[src/hw/rtl/base64url_stream_decoder_unit_macros.svh]
// ============================================================================
// Assertion macros for the base64url stream decoder
// Shared concurrent assertion forms used by the decoder's modules.
// ============================================================================
`ifndef BASE64URL_STREAM_DECODER_UNIT_MACROS_SVH
`define BASE64URL_STREAM_DECODER_UNIT_MACROS_SVH

// Same-cycle implication, disabled during reset.
`define B64_ASSERT_NOW(label, clk, rst, ante, cons, msg) \
   label: assert property (@(posedge clk) disable iff (rst) (ante) |-> (cons)) \
      else $error(msg);

// Next-cycle implication, disabled during reset.
`define B64_ASSERT_NEXT(label, clk, rst, ante, cons, msg) \
   label: assert property (@(posedge clk) disable iff (rst) (ante) |=> (cons)) \
      else $error(msg);

`endif

[src/hw/rtl/b64_pkg.sv]
// ============================================================================
// Base64url decoder package
// Shared types, constants and the character to sextet mapping.
// ============================================================================
package b64_pkg;

   localparam logic [1:0] StatusOk      = 2'd0;
   localparam logic [1:0] StatusBadChar = 2'd1;
   localparam logic [1:0] StatusBadLen  = 2'd2;

   localparam logic [7:0] PadChar    = 8'h3D;
   localparam logic [7:0] DashChar   = 8'h2D;
   localparam logic [7:0] UnderChar  = 8'h5F;
   localparam logic [7:0] UpperBase  = 8'h41;
   localparam logic [7:0] LowerBase  = 8'h61;
   localparam logic [7:0] DigitBase  = 8'h30;
   localparam logic [7:0] LowerOfs   = 8'd26;
   localparam logic [7:0] DigitOfs   = 8'd52;
   localparam logic [5:0] DashSextet  = 6'd62;
   localparam logic [5:0] UnderSextet = 6'd63;

   localparam int QueueDepth = 4;
   localparam int QueuePtrW  = $clog2(QueueDepth);
   localparam int QueueCntW  = $clog2(QueueDepth + 1);

   // One decoded group or one error report, as handed from front to back.
   typedef struct packed {
      logic [23:0] data;    // three bytes, first byte in the upper bits
      logic [1:0]  cnt;     // number of bytes to emit, 1 to 3
      logic        eom;     // last byte closes the message
      logic [1:0]  status;
   } cmd_type;

   // Returns {valid, sextet}. Padding maps to a valid zero sextet.
   function automatic logic [6:0] char_to_sextet(input logic [7:0] c);
      logic [6:0] r;
      r = '0;
      if (c inside {[8'h41:8'h5A]}) begin
         r = {1'b1, 6'(c - UpperBase)};
      end else if (c inside {[8'h61:8'h7A]}) begin
         r = {1'b1, 6'(c - LowerBase + LowerOfs)};
      end else if (c inside {[8'h30:8'h39]}) begin
         r = {1'b1, 6'(c - DigitBase + DigitOfs)};
      end else if (c == DashChar) begin
         r = {1'b1, DashSextet};
      end else if (c == UnderChar) begin
         r = {1'b1, UnderSextet};
      end else if (c == PadChar) begin
         r = {1'b1, 6'd0};
      end
      return r;
   endfunction

endpackage

[src/hw/rtl/base64url_stream_decoder_unit.sv]
// ============================================================================
// Base64url stream decoder
// Decodes a URL-safe base64 character stream into bytes with error status.
// ============================================================================
// The block takes one character per clock cycle on the request side and
// gives one decoded byte per clock cycle on the result side while that side
// is ready. The front end classifies each character in the cycle it is
// accepted and, on every fourth character or on an error, posts one command
// into a four-entry queue; the byte emitter then presents its bytes one per
// output cycle (three bytes for a full group, fewer in a padded final group,
// one for an error report). Four characters produce at most three bytes, so
// the sustained rate is one request per cycle. The first byte of a group
// passes through the queue and the result register. Requests stall only
// when the queue is full, which happens when the result side is held back.
module base64url_stream_decoder_unit (
   input  logic       clock,
   input  logic       reset,
   input  logic       req_tvalid,
   output logic       req_tready,
   input  logic [7:0] req_tdata,   // [7:0] char_in
   input  logic       req_tlast,   // last_char
   output logic       rsp_tvalid,
   input  logic       rsp_tready,
   output logic [7:0] rsp_tdata,   // [7:0] data_byte
   output logic [1:0] rsp_tuser,   // [1:0] status
   output logic       rsp_tlast    // end_of_message
);

   logic             push;
   logic             pop;
   logic             q_full;
   logic             head_valid;
   b64_pkg::cmd_type wr_cmd;
   b64_pkg::cmd_type head;

   b64_front u_front (
      .clock      (clock),
      .reset      (reset),
      .req_tvalid (req_tvalid),
      .req_tready (req_tready),
      .req_tdata  (req_tdata),
      .req_tlast  (req_tlast),
      .q_full     (q_full),
      .push       (push),
      .cmd        (wr_cmd)
   );

   b64_queue u_queue (
      .clock      (clock),
      .reset      (reset),
      .push       (push),
      .wr_cmd     (wr_cmd),
      .pop        (pop),
      .full       (q_full),
      .head_valid (head_valid),
      .head       (head)
   );

   b64_back u_back (
      .clock      (clock),
      .reset      (reset),
      .head_valid (head_valid),
      .head       (head),
      .pop        (pop),
      .rsp_tvalid (rsp_tvalid),
      .rsp_tready (rsp_tready),
      .rsp_tdata  (rsp_tdata),
      .rsp_tuser  (rsp_tuser),
      .rsp_tlast  (rsp_tlast)
   );

endmodule

[src/hw/rtl/b64_front.sv]
// ============================================================================
// Base64url decoder front end
// Accepts characters, gathers sextets and posts groups or errors to the queue.
// ============================================================================
module b64_front (
   input  logic             clock,
   input  logic             reset,
   input  logic             req_tvalid,
   output logic             req_tready,
   input  logic [7:0]       req_tdata,   // [7:0] char_in
   input  logic             req_tlast,   // last_char
   input  logic             q_full,
   output logic             push,
   output b64_pkg::cmd_type cmd
);

   logic [17:0] acc_ff, acc_in;
   logic [1:0]  pos_ff, pos_in;
   logic        third_pad_ff, third_pad_in;
   logic        discard_ff, discard_in;

   logic        accept;
   logic        emit;
   logic [6:0]  map;
   logic [23:0] full;
   logic [1:0]  n_bytes;
   logic        is_pad;

   assign req_tready = !q_full;
   assign accept     = req_tvalid && req_tready;
   assign map        = b64_pkg::char_to_sextet(req_tdata);
   assign is_pad     = (req_tdata == b64_pkg::PadChar);
   assign full       = {acc_ff, map[5:0]};

   always_comb begin
      n_bytes = 2'd3;
      if (req_tlast && is_pad) begin
         n_bytes = n_bytes - 2'd1;
      end
      if (req_tlast && third_pad_ff) begin
         n_bytes = n_bytes - 2'd1;
      end
   end

   always_comb begin
      acc_in       = acc_ff;
      pos_in       = pos_ff;
      third_pad_in = third_pad_ff;
      discard_in   = discard_ff;
      emit         = 1'b0;
      cmd.data     = '0;
      cmd.cnt      = 2'd1;
      cmd.eom      = 1'b1;
      cmd.status   = b64_pkg::StatusOk;
      if (accept) begin
         if (discard_ff) begin
            if (req_tlast) begin
               acc_in       = '0;
               pos_in       = '0;
               third_pad_in = 1'b0;
               discard_in   = 1'b0;
            end
         end else if (req_tlast && pos_ff != 2'd3) begin
            // A short final group outranks a bad final character.
            emit         = 1'b1;
            cmd.status   = b64_pkg::StatusBadLen;
            acc_in       = '0;
            pos_in       = '0;
            third_pad_in = 1'b0;
            discard_in   = 1'b0;
         end else if (!map[6]) begin
            emit         = 1'b1;
            cmd.status   = b64_pkg::StatusBadChar;
            acc_in       = '0;
            pos_in       = '0;
            third_pad_in = 1'b0;
            discard_in   = !req_tlast;
         end else if (pos_ff != 2'd3) begin
            acc_in = {acc_ff[11:0], map[5:0]};
            if (pos_ff == 2'd2) begin
               third_pad_in = is_pad;
            end
            pos_in = pos_ff + 2'd1;
         end else begin
            emit         = 1'b1;
            cmd.data     = full;
            cmd.cnt      = n_bytes;
            cmd.eom      = req_tlast;
            acc_in       = '0;
            pos_in       = '0;
            third_pad_in = 1'b0;
         end
      end
   end

   assign push = emit;

   always_ff @(posedge clock) begin
      if (reset) begin
         acc_ff       <= '0;
         pos_ff       <= '0;
         third_pad_ff <= 1'b0;
         discard_ff   <= 1'b0;
      end else begin
         acc_ff       <= acc_in;
         pos_ff       <= pos_in;
         third_pad_ff <= third_pad_in;
         discard_ff   <= discard_in;
      end
   end

`include "base64url_stream_decoder_unit_macros.svh"

   `B64_ASSERT_NEXT(a_discard_group_clear, clock, reset, accept && emit && cmd.status != b64_pkg::StatusOk, pos_ff == 2'd0 && acc_ff == 18'd0, "group not cleared after an error")

endmodule

[src/hw/rtl/b64_queue.sv]
// ============================================================================
// Base64url decoder command queue
// Short first-in first-out buffer between the front end and the byte emitter.
// ============================================================================
module b64_queue (
   input  logic             clock,
   input  logic             reset,
   input  logic             push,
   input  b64_pkg::cmd_type wr_cmd,
   input  logic             pop,
   output logic             full,
   output logic             head_valid,
   output b64_pkg::cmd_type head
);

   b64_pkg::cmd_type                  mem_ff [b64_pkg::QueueDepth];
   logic [b64_pkg::QueuePtrW-1:0]     wr_ptr_ff, wr_ptr_in;
   logic [b64_pkg::QueuePtrW-1:0]     rd_ptr_ff, rd_ptr_in;
   logic [b64_pkg::QueueCntW-1:0]     cnt_ff, cnt_in;

   assign full       = (cnt_ff == b64_pkg::QueueCntW'(b64_pkg::QueueDepth));
   assign head_valid = (cnt_ff != '0);
   assign head       = mem_ff[rd_ptr_ff];

   always_comb begin
      wr_ptr_in = push ? wr_ptr_ff + b64_pkg::QueuePtrW'(1) : wr_ptr_ff;
      rd_ptr_in = pop ? rd_ptr_ff + b64_pkg::QueuePtrW'(1) : rd_ptr_ff;
      cnt_in    = cnt_ff + b64_pkg::QueueCntW'(push) - b64_pkg::QueueCntW'(pop);
   end

   always_ff @(posedge clock) begin
      if (reset) begin
         wr_ptr_ff <= '0;
         rd_ptr_ff <= '0;
         cnt_ff    <= '0;
      end else begin
         wr_ptr_ff <= wr_ptr_in;
         rd_ptr_ff <= rd_ptr_in;
         cnt_ff    <= cnt_in;
      end
   end

   always_ff @(posedge clock) begin
      if (push) begin
         mem_ff[wr_ptr_ff] <= wr_cmd;
      end
   end

`include "base64url_stream_decoder_unit_macros.svh"

   `B64_ASSERT_NOW(a_no_overflow, clock, reset, push, !full, "push into a full queue")
   `B64_ASSERT_NOW(a_no_underflow, clock, reset, pop, head_valid, "pop from an empty queue")

endmodule

[src/hw/rtl/b64_back.sv]
// ============================================================================
// Base64url decoder byte emitter
// Walks the head command byte by byte into a registered result stage.
// ============================================================================
module b64_back (
   input  logic             clock,
   input  logic             reset,
   input  logic             head_valid,
   input  b64_pkg::cmd_type head,
   output logic             pop,
   output logic             rsp_tvalid,
   input  logic             rsp_tready,
   output logic [7:0]       rsp_tdata,   // [7:0] data_byte
   output logic [1:0]       rsp_tuser,   // [1:0] status
   output logic             rsp_tlast    // end_of_message
);

   logic [1:0] k_ff, k_in;
   logic       vld_ff, vld_in;
   logic [7:0] byte_ff, byte_in;
   logic [1:0] status_ff, status_in;
   logic       eom_ff, eom_in;

   logic       out_free;
   logic       load;
   logic       last_byte;
   logic [7:0] sel_byte;

   assign out_free  = !vld_ff || rsp_tready;
   assign load      = out_free && head_valid;
   assign last_byte = (k_ff == 2'(head.cnt - 2'd1));
   assign pop       = load && last_byte;

   always_comb begin
      case (k_ff)
         2'd0:    sel_byte = head.data[23:16];
         2'd1:    sel_byte = head.data[15:8];
         default: sel_byte = head.data[7:0];
      endcase
   end

   always_comb begin
      k_in      = k_ff;
      vld_in    = vld_ff;
      byte_in   = byte_ff;
      status_in = status_ff;
      eom_in    = eom_ff;
      if (out_free) begin
         vld_in = load;
      end
      if (load) begin
         k_in      = last_byte ? 2'd0 : k_ff + 2'd1;
         byte_in   = sel_byte;
         status_in = head.status;
         eom_in    = head.eom && last_byte;
      end
   end

   always_ff @(posedge clock) begin
      if (reset) begin
         k_ff   <= '0;
         vld_ff <= 1'b0;
      end else begin
         k_ff   <= k_in;
         vld_ff <= vld_in;
      end
   end

   always_ff @(posedge clock) begin
      byte_ff   <= byte_in;
      status_ff <= status_in;
      eom_ff    <= eom_in;
   end

   assign rsp_tvalid = vld_ff;
   assign rsp_tdata  = byte_ff;
   assign rsp_tuser  = status_ff;
   assign rsp_tlast  = eom_ff;

`include "base64url_stream_decoder_unit_macros.svh"

   `B64_ASSERT_NOW(a_index_in_range, clock, reset, head_valid, k_ff < head.cnt, "byte index past the command's byte count")
   `B64_ASSERT_NOW(a_error_shape, clock, reset, vld_ff && status_ff != b64_pkg::StatusOk, byte_ff == 8'd0 && eom_ff, "error result must carry zero data and close the message")

endmodule
[config.mk]
export PLATFORM = sky130hd
export DESIGN_NAME = base64url_stream_decoder_unit
export DESIGN_NICKNAME = d
export VERILOG_FILES = /design/src/hw/rtl/b64_pkg.sv /design/src/hw/rtl/base64url_stream_decoder_unit.sv /design/src/hw/rtl/b64_front.sv /design/src/hw/rtl/b64_queue.sv /design/src/hw/rtl/b64_back.sv
export VERILOG_INCLUDE_DIRS = /design/src /design/src/hw/rtl
export SDC_FILE = /design/constraint.sdc
export NUM_CORES = 1
export LEC_CHECK = 0
export BUFFER_PORTS_ARGS = -buffer_cell sky130_fd_sc_hd__buf_2
export CORE_MARGIN = 2
export CORE_UTILIZATION = 61
export CTS_CLUSTER_DIAMETER = 120
export DETAILED_ROUTE_END_ITERATION = 16
export GPL_TIMING_DRIVEN = 0
export PLACE_DENSITY = 0.9
export SLEW_MARGIN = 0
export SYNTH_ARGS = -nofsm -noshare
export SYNTH_HDL_FRONTEND = slang
export SYNTH_HIERARCHICAL = 1
export SYNTH_SLANG_ARGS = --single-unit
[constraint.sdc]
create_clock -name clock -period 3.55 [get_ports clock]
set_clock_uncertainty 0.05 [all_clocks]
set_input_delay 0.355 -clock clock [delete_from_list [all_inputs] [get_ports clock]]
set_output_delay 0.355 -clock clock [all_outputs]
set_load 0.01 [all_outputs]
Word-level counts from Yosys, hierarchy flattened. Memory sizes are Yosys's and may differ from the RTL's. A register that Yosys moved wholly into a read port is not among the register bits. Cells that the tools add are included.

Output and inout bits: 13. Input port bits: 13. Logic and storage cells: 106. Flip-flop bits (word level): 43. Memories kept: 1. Bits in writable memories: 116.

Memories: u_queue.mem_ff (words 4, width 29, read ports 1, clocked after memory_dff 1, wr ports 1, RTL line b64_queue.sv:16) `b64_pkg::cmd_type mem_ff [b64_pkg::QueueDepth];`.

$add $sub $neg: 13. Reduce and logical (&&, ||, !) cells: 18. Multiplexer cells: 46. Eq/ne operators: 10. $lt $le $gt $ge: 6.

Operator list (number): $mux 18 (5); $mux 27 (3); $mux 29 (2); $mux 7 (6); $mux 2 (10); $mux 1 (19); $eq 8x6->1 const B (2); $ge 8x7->1 const B (2); $le 8x7->1 const B (2); $pmux 8 s2 (1); $sub 6x6->6 const B (2); $logic_and 1x1->1 (10); $add 2x1->2 const B (4); $eq 8x7->1 const B (1); $ge 8x6->1 const B (1); $le 8x6->1 const B (1); $add 6x5->6 const B (1); $add 6x6->6 const B (1); $sub 6x1->6 const B (1); $ne 5x4->1 const B (1); $ne 2x2->1 const B (2); $sub 2x1->2 const B (2); $add 3x1->3 (1); $eq 3x3->1 const B (1); other kinds (10) (12).

Logic depth before layout (Yosys ltp).
Depth in word-level cells: 13. Gate-level depth with buffers: 12. Gate-level depth less buffers: 11.

Cells and area by module. The synthesis kept the hierarchy.

Modules (own cells, without submodules): b64_queue (times used 1, cells an instance 193, sequential area each 3663.5 sq um, area each 4633.2 sq um); b64_front (times used 1, cells an instance 209, sequential area each 440.4 sq um, area each 1696.6 sq um); b64_back (times used 1, cells an instance 61, sequential area each 390.4 sq um, area each 678.2 sq um).

Least setup slack after synthesis. Ideal clock, no wire load.

Path type: in2reg. Start point: input req_tdata[3]. End point: memory u_queue/mem_ff[0][0] in the netlist's numbering, enable pin. Data required time: 3.111 ns. Path buffers: 1. Setup slack: 0.416 ns. Library setup time: 0.389 ns. Arrival time: 2.696 ns. Cell stages on the path: 9. Cell sequence: buf_2 inv_1 ha_1 and4bb_2 nor3b_1 nand2_1 nand2_1 a21boi_0 and2_1.

Word-level cells in the longest chain between the ends: 13. Elaborated cells between the ends (all ways): 24. Those cells by class: order compare (6); eq/ne (3); mux (12); reduce/logical (3).

Ends and longest elaborated chain: from (decl) (RTL line base64url_stream_decoder_unit.sv:20) `input logic [7:0] req_tdata,`; $eq 8x6->1 (RTL line b64_pkg.sv:48) `end else if (c == PadChar) begin`; $mux 7 (RTL line b64_pkg.sv:48); $mux 7 (RTL line b64_pkg.sv:46) `end else if (c == UnderChar) begin`; $mux 7 (RTL line b64_pkg.sv:44) `end else if (c == DashChar) begin`; $mux 7 (RTL line b64_pkg.sv:42) `end else if (c inside {[8'h30:8'h39]}) begin`; $mux 7 (RTL line b64_pkg.sv:40) `end else if (c inside {[8'h61:8'h7A]}) begin`; $mux 7 (*) (RTL line b64_pkg.sv:38) `if (c inside {[8'h41:8'h5A]}) begin`; $mux 1 (*) (RTL line b64_front.sv:71) `end else if (!map[6]) begin`; $mux 1 (*) (RTL line b64_front.sv:63) `end else if (req_tlast && pos_ff != 2'd3) begin`; $mux 1 (*) (RTL line b64_front.sv:56) `if (discard_ff) begin`; $mux 1 (*) (RTL line b64_front.sv:55) `if (accept) begin`; net push (RTL line base64url_stream_decoder_unit.sv:29) `logic push;`; $mux 1 (*) (RTL line b64_queue.sv:44) `if (push) begin`; $mux 1 (not written as such) (*) (RTL line b64_queue.sv:45) `mem_ff[wr_ptr_ff] <= wr_cmd;`; to (decl) (RTL line b64_queue.sv:16).

Mark *: on every way through the listed nets, which the timed path passes. The rest lies on a longest branch.

Final worst setup path.
Start point: input req_tdata[2]. End point: memory u_queue/mem_ff[2][7] in the netlist's numbering, enable pin.

The elaborated chain is that of the path after synthesis.

==> flow_summary.yaml <==
status:
  status: "finished, final reports clean"
synth:
  ys_ff_latch: 161
  ys.flop_type: "edfxtp_1"
  seq_area_frac_synth: 0.6413
  synth_common_cells: "edfxtp_1, nor2_1, dfxtp_1"
  post-synth-top-count-cell: "edfxtp_1"
  yosysUniqueCellTypes: 68
  yosys_warnings: 6
  synth_top_area_frac: 0.5442
  synthArstFlopShare: 0
  avgSynthCellArea_um2: 15.14
  synth_area_leader_cell: "edfxtp_1"
  ys_top_cells_by_area: "edfxtp_1, dfxtp_1, mux4_2, ha_1, and2_1"
  synth-edff-count: 127
  syn_nets: 496
  synth_cells: 463
  netlist_area_mm2: 0.007008
power:
  p_per_area_mw_per_mm2: 682.9
  p_leak_nw: 2.880
  ir_worst_vdd_mv: 0.5770
  finalPower_mw: 5.464
timing:
  period_minus_slack_ns: 3.351
  max_freq_mhz: 298.4
  hold_viol: 0
  setup_violations: 0
  slew_violations: 0
  setup-tns-final_ns: 0
  relSlewSlack: 0.2798
  tightestPinTransition_ns: 1.073
  rsz0062_at_grt: "yes"
  fin_crit_sh: 0.9439
clock_network:
  clockRootBuffer: "clkbuf_16"
  cts_tree: "built"
  clk_pin_slew_worst_paths_ns: 0.06
  ctsHtreeMaxLevel: 4
  cts_resized: 0
  clock_sinks: 161
  cts_setup_buffers: 0
  clockBufferDepth: 2
  numCtsBuffers: 17
  hold_buffers: 0
  worstSkewPairLatency_ns: 0.43
layout:
  diodes: 0
  area_delta_synth_final_pct: 14.16
  fin_nets: 539
  layout-drive-gt1-share: 0.2351
  postLayoutCoreUtil: 0.7067
die:
  start_util: 0.6190
  die_height_um: 111.2
  dieWidth_um: 111.2
  rows: 39
  io_pins: 26
  design.core.area_mm2: 0.01132
  die_area_mm2: 0.01236
placed_design:
  io_buffers: 24
  dpl.hpwl_um: 9498
  gp_congestion: 0.8313
worst_setup_path:
  arrival_ns: 3.35
  critPathKind: "input pin to flop"
  crit_top_cell: "nand2_1"
  slowest_delay_ns: 0.89
  cp_cell_sequence: "buf_2 > inv_1 > ha_1 > a21o_2 > o2111ai_1 > nand2_1 > nand2_1 > a21boi_0 > and2_2"
  startpoint: "req_tdata[2]"
  endpoint_kind: "flop"
  startpoint_type: "input pin"
  crit_fanout: 29
  cp.required_ns: 3.55
  crit_slowest_cell: "and2_2"
route:
  drtPass1Iterations: 5
  drc: 0
  drt_iter0_drc: 556
  num_vias: 4274
  ant_nets: 0
  vias_per_cell: 6.456
  routedWlPerCell_um: 23.29
  finalWirelength_um: 15420
worst_hold_path:
  min_from: "req_tlast"
  worstHoldPathType: "input pin to flop"
grt:
  met3_usage: 0.06506
  grt_first_pass_wirelength_um: 24450
  grtUsageMet1: 0.3140
  grt_pass1_vias: 4492
  grt_max_degree: 30
  use_met2: 0.4585
  grt_overflow: 0
  grt_usage: 0.2647
  grt_antenna_before_repair: 0
  grt_busiest_layer: "met2"
flow_run:
  maxCapViolations: 0
==> logic make-up (layout without fill, tap and decap cells) <==
kind of cell,after synthesis,count (layout),synth area share
mux,34,34,0.1009
buf+inv,36,92,0.02892
xor+xnor,8,8,0.01214
simple gates,139,139,0.1066
compound gates,65,65,0.07338
flops,161,161,0.6413
fa+ha+maj,20,20,0.03678
==> critical path, delay by kind of cell <==
family          cells  cell delay, ns
fa+ha+maj           1            0.26
buf+inv             2            0.32
simple gates        3            1.36
compound gates      3            1.03
==> placed cells by master, fill, tap and decap left out, types with 10 or more instances in the layout <==
cell type | synthesis | layout
a21oi_1 | 10 | 10
dfxtp_1 | 34 | 34
nor2_1 | 35 | 35
and2_1 | 27 | 22
edfxtp_1 | 127 | 127
ha_1 | 19 | 19
nand2_1 | 27 | 27
clkbuf_16 | 0 | 23
mux4_2 | 28 | 28
a22oi_1 | 20 | 20
buf_2 | 6 | 30
inv_1 | 18 | 18
==> layer usage <==
metal | vias up | wire length [µm]
met3 | 37 | 1153
met4 | 0 | 393
met1 | 2121 | 5813
met5 | - | 0
li1 | 1857 | -
met2 | 259 | 8061
==> worst paths after layout <==
| kind | endpoint | slack, ns | cells after the start |
|---|---|---|---|
| hold / removal | u_front/discard_ff$_SDFFE_PP0P_ | 0.20 | 2 |
| setup reg to reg | u_queue/cnt_ff[2]$_SDFF_PP0_ | 0.20 | 11 |
| setup / recovery | u_queue/mem_ff[2][7]$_DFFE_PP_ | 0.20 | 9 |
| hold reg to reg | u_front/third_pad_ff$_SDFFE_PP0P_ | 0.44 | 2 |
==> area by class of cell <==
class / count / area, µm²
Sequential cell: 161 / 4494
Clock inverter: 7 / 75.07
Timing Repair Buffer: 24 / 120.1
Fill cell: 658 / 3321
Multi-Input combinational cell: 266 / 2326
Buffer: 18 / 135.1
Clock buffer: 25 / 603.1
Inverter: 18 / 67.56
Tap cell: 143 / 178.9
==> per-stage QoR <==
| stage | hold slack, ns | cells | cell area, µm² | setup slack (ns) |
|---|---|---|---|---|
| after floorplan | 0.3741 | 463 | 7008 | 0.4155 |
| after global placement | 0.4069 | 630 | 7307 | -0.5840 |
| after detailed placement | 0.4157 | 630 | 7312 | -0.2169 |
| after CTS | 0.1796 | 662 | 7990 | 0.1015 |
| after global routing | 0.1926 | 662 | 8000 | -0.04961 |
| final | 0.1968 | 662 | 8000 | 0.1993 |
==> registers in the layout, summed over array words and instances (netlist names), named ones only <==
signal / flops
u_queue/rd_ptr_ff: 2
u_back/rsp_tuser: 2
u_front/discard_ff: 1
u_queue/mem_ff: 116
u_back/rsp_tdata: 8
u_front/pos_ff: 2
u_front/third_pad_ff: 1
u_back/rsp_tvalid: 1
u_back/rsp_tlast: 1
u_queue/wr_ptr_ff: 2
u_front/acc_ff: 18
u_back/k_ff: 2
u_queue/cnt_ff: 3
==> power breakdown <==
part	switching (mW)	leakage (nW)	internal [mW]	total (mW)
logic	0.647	1.02	0.469	1.12
clock network	0.718	0.337	1.26	1.98
registers	0.0867	1.52	2.28	2.37
(Power assumes the default switching activity.)
